$ cat config.mk
export PLATFORM = sky130hd
export DESIGN_NAME = crt_ret_stack
export DESIGN_NICKNAME = d
export VERILOG_FILES = /design/src/hw/rtl/crt_pkg.sv /design/src/hw/rtl/crt_ret_stack.sv
export SDC_FILE = /design/constraint.sdc
export NUM_CORES = 2
export LEC_CHECK = 0
export BUFFER_PORTS_ARGS = -buffer_cell sky130_fd_sc_hd__buf_2
export CAP_MARGIN = 15
export CORE_AREA = 2 2 510 638
export CTS_CLUSTER_SIZE = 40
export DETAILED_ROUTE_END_ITERATION = 7
export DIE_AREA = 0 0 512 640
export MAX_ROUTING_LAYER = met4
export PLACE_DENSITY_LB_ADDON = 0.05
export RECOVER_POWER = 25
export SETUP_SLACK_MARGIN = 0.15
export SLEW_MARGIN = 40
export SYNTH_ARGS = -nofsm -noshare
export SYNTH_HDL_FRONTEND = slang
export SYNTH_SLANG_ARGS = --single-unit
$ cat constraint.sdc
create_clock -name i_clk -period 6.1 [get_ports i_clk]
set_clock_uncertainty 0.1 [all_clocks]
set_input_delay 1.83 -clock i_clk [delete_from_list [all_inputs] [get_ports i_clk]]
set_output_delay 1.83 -clock i_clk [all_outputs]
set_load 0.1 [all_outputs]
$ cat src/hw/rtl/crt_pkg.sv
package crt_pkg;

    // Input word kinds (tuser of the slave side)
    localparam logic [1:0] OP_CLEAR = 2'd0;
    localparam logic [1:0] OP_LOAD  = 2'd1;
    localparam logic [1:0] OP_CHECK = 2'd2;

    // Event kinds (tuser of the master side)
    localparam logic [1:0] EV_CALL    = 2'd0;
    localparam logic [1:0] EV_RET     = 2'd1;
    localparam logic [1:0] EV_RET_UNK = 2'd2;

    // RV32 decode constants
    localparam logic [6:0] OPC_JAL  = 7'h6f;
    localparam logic [6:0] OPC_JALR = 7'h67;
    localparam logic [2:0] F3_JALR  = 3'd0;
    localparam logic [4:0] REG_ZERO = 5'd0;
    localparam logic [4:0] REG_RA   = 5'd1;

    // Stream widths and result field positions
    localparam int IN_TDATA_W  = 160;
    localparam int OUT_TDATA_W = 80;
    localparam int OUT_IDX_LSB = 64;
    localparam int OUT_FULL_BIT = 79;

    typedef enum logic [2:0] {
        ST_IDLE,
        ST_DECODE,
        ST_POP,
        ST_SEARCH,
        ST_EMIT
    } t_state;

    typedef struct packed {
        logic        clr;
        logic        load;
        logic        search;
        logic [31:0] addr;
        logic [31:0] ld_start;
        logic [31:0] ld_size;
    } t_tbl_req;

    typedef struct packed {
        logic done;
        logic hit;
    } t_tbl_rsp;

    typedef struct packed {
        logic        push;
        logic        pop;
        logic [31:0] data;
    } t_stk_req;

endpackage

$ cat src/hw/rtl/crt_ret_stack.sv
module crt_ret_stack import crt_pkg::*; #(
    parameter int STACK_ENTRIES = 64
) (
    input  logic                               i_clk,
    input  logic                               i_rst_n,
    input  t_stk_req                           i_req,
    output logic [$clog2(STACK_ENTRIES+1)-1:0] o_level,
    output logic                               o_full,
    output logic                               o_empty,
    output logic [31:0]                        o_rdata
);

    localparam int LW = $clog2(STACK_ENTRIES + 1);
    localparam int AW = (STACK_ENTRIES > 1) ? $clog2(STACK_ENTRIES) : 1;

    logic [31:0]   mem [STACK_ENTRIES];
    logic [LW-1:0] r_level;
    logic [31:0]   r_rdata;
    logic [LW-1:0] w_level_dec;

    assign o_full      = r_level == LW'(STACK_ENTRIES);
    assign o_empty     = r_level == '0;
    assign w_level_dec = r_level - LW'(1);

    // Push writes the top slot, pop reads the slot below the level
    always_ff @(posedge i_clk) begin
        if (i_req.push && !o_full) begin
            mem[r_level[AW-1:0]] <= i_req.data;
        end
        if (i_req.pop && !o_empty) begin
            r_rdata <= mem[w_level_dec[AW-1:0]];
        end
    end

    // Track the stack level
    always_ff @(posedge i_clk) begin
        if (!i_rst_n) begin
            r_level <= '0;
        end else if (i_req.push && !o_full) begin
            r_level <= r_level + LW'(1);
        end else if (i_req.pop && !o_empty) begin
            r_level <= w_level_dec;
        end
    end

    assign o_level = r_level;
    assign o_rdata = r_rdata;

endmodule

==> run summary <==
Commonest non-fill, non-tap cell in the layout: edfxtp_1
Layout area overhead: 18.7%
Period utilization: 0.828
Placement Cell Area: 87800 µm²
Max-cap viol count: 21
EDFF count, synth: 2080
Routed Wire Length: 273000 µm
Data required time of the worst path: 4.17 ns
Worst-margin pin slew: 3.84 ns
Cells after Synth: 3350
Vias in the first global route: 39900
Hold-fix buffers at CTS: 0
Clock insertion delay at the later pin of the skew report: 0.90 ns
Cts bufs inserted: 231
Pleak: 28.8 nW
I/O Pins: 77
# resized after CTS: 0
Initial core utilization: 0.249
Yosys warnings: 0
Fin. max-slew vios: 1050
Via/cell ratio: 4.61
Clk buf depth: 4
Post-route setup slack: 1.05 ns
Pwr dens: 570 nW/µm²
Most frequent cells in the layout: 2080 x edfxtp_1, 580 x mux4_2, 234 x clkbuf_16, 133 x buf_4, 80 x and3_1
Global-route wire length before repair: 368000 µm
Largest net degree at the start of global routing: 97
Number of I/O port buffers: 76
FILL cells: 31000
Min Tclk post-route: 5.05 ns
CTS H-tree depth: 4
Core Area: 322000 µm²
Sequential area share after synthesis: 0.781
Hold depth: 2
Final non-filler cell total: 8099
Final core occ: 0.296
Average cell area after synthesis: 23.9 µm²
Status: complete, but fails checks
CTS tree: yes
Cell Area, Synth: 80100 µm²
Yosys cell types: 51
# Post-CTS Setup Buffers: 0
Fmax: 198 MHz
Initial drt markers: 3167
Share of the synthesized area in the top cell type: 0.780
Peak VDD IR: 828 µV
HP Class: flip-flop to flip-flop
Cell row count: 233
Die X-Extent: 512 µm
Placed insts: 7664
CTS root buffer: clkbuf_16
Full die area: 328000 µm²
Async SR Flop Fraction: 0
CP max FO: 26
GPL Wtd Cong: 0.741
Slew headroom: -1.56
Worst slack, placed: 1.35 ns
Top FF cell, synth: edfxtp_1
Initial antenna violation count: 24
Die Height: 640 µm
HPWL after DPL: 167000 µm
Vias: 37300
Remaining DRCs: 0
Top post-synthesis cells by area: edfxtp_1 78%, mux4_2 16%, mux2i_1 0.94%
Worst Setup End Kind: output pin
Post-Syn Nets: 3389
Gr ovfl total: 0
Fin. Hold Viols: 0
Share of post-route cells with drive strength above 1: 0.325
Cell area after layout: 95100 µm²
Yosys reg bits: 2087
Violated checks: max-capacitance violations, max-slew violations
Setup TNS: 0 ns
DR pass1 iterations: 7
Post-route ant nets: 0
R2R cell count: 8
Total GRT Usage: 0.170
WL/cell: 33.7 µm
Setup crit start kind: flip-flop
RSZ-0062 raised after global routing: no
Yosys top cell by area: edfxtp_1
Final setup violation count: 0
Clk slew on worst S/H paths: 0.06 ns
Fin nets: 3715
Critical path data arrival time: 3.12 ns
Setup CP Type: flip-flop to output pin
Clock Sinks: 2087
## through the flow
stage / hold slack (ns) / total power (W)
after detailed placement: 0.600 / 0.0417
after floorplan: 0.859 / 0.0304
final: 0.612 / 0.0542
after global routing: 0.645 / 0.0565
after CTS: 0.601 / 0.0557
after global placement: 0.573 / 0.0416
## worst max-delay path: stages (launching register included)
cell	delay, ns
dfxtp_1	0.30
buf_4	0.24
or4_1	0.70
nor3_2	0.44
buf_2	0.54
## path summary, 6_finish.rpt
kind / startpoint / to / slack (ns)
worst max-delay path: o_level[2] / o_full / 1.05
worst min-delay path: o_level[1] / o_level[1] / 0.61
worst max register to register: o_level[1] / o_rdata[12] / 1.36
worst min register to register: o_level[1] / o_level[1] / 0.61
## area by class of cell
cell class	count	area, µm²	area share
sequential	2087	62600	0.658
tap	4230	5290	0.0557
inverter	7	26.3	0.000276
timing repair buffer	292	2720	0.0286
clock inverter	145	1320	0.0139
antenna	9	22.5	0.000237
multi-input combinational	1057	17100	0.180
clock buffer	272	6000	0.0631
## synthesized netlist by cell type (9+ instances only)
library cell,instances
edfxtp_1,2080
mux4_2,580
nor2_1,83
clkbuf_1,81
and3_1,80
mux2i_1,75
buf_2,67
a211oi_1,60
buf_4,31
nand2_1,26
a2111oi_0,20
a31oi_1,19
o22a_1,18
o41a_1,18
buf_6,13
nand3_1,9
## per-layer routing
layer	GRT usage	wire length, µm	vias to the layer above
li1	-	-	15200
met1	0.214	115000	21000
met2	0.294	142000	817
met3	0.0221	11100	322
met4	0.0325	5100	0
met5	-	0	-
## power breakdown
part | internal [W] | switching [W]
combinational | 0.00853 | 0.0149
clock | 0.00798 | 0.00577
sequential | 0.0167 | 0.000401
## logic make-up (layout without fill, tap and decap cells)
family / count (synthesis) / in the layout / synth area share
DFF: 2087 / 2087 / 0.781
muxes: 656 / 656 / 0.173
and+or+nand+nor: 229 / 229 / 0.0145
buffers and inverters: 206 / 716 / 0.0134
AOI/OAI and AO/OA: 158 / 158 / 0.0163
xor gates and xnor gates: 11 / 11 / 0.00130
adders and majority gates: 3 / 3 / 0.000469
other: 0 / 9 / 0
## registers in the layout, summed over array words and instances (netlist names)
| register | cells |
|---|---|
| mem | 2048 |
| o_rdata | 32 |
| o_level | 7 |
(Power assumes the default switching activity.)
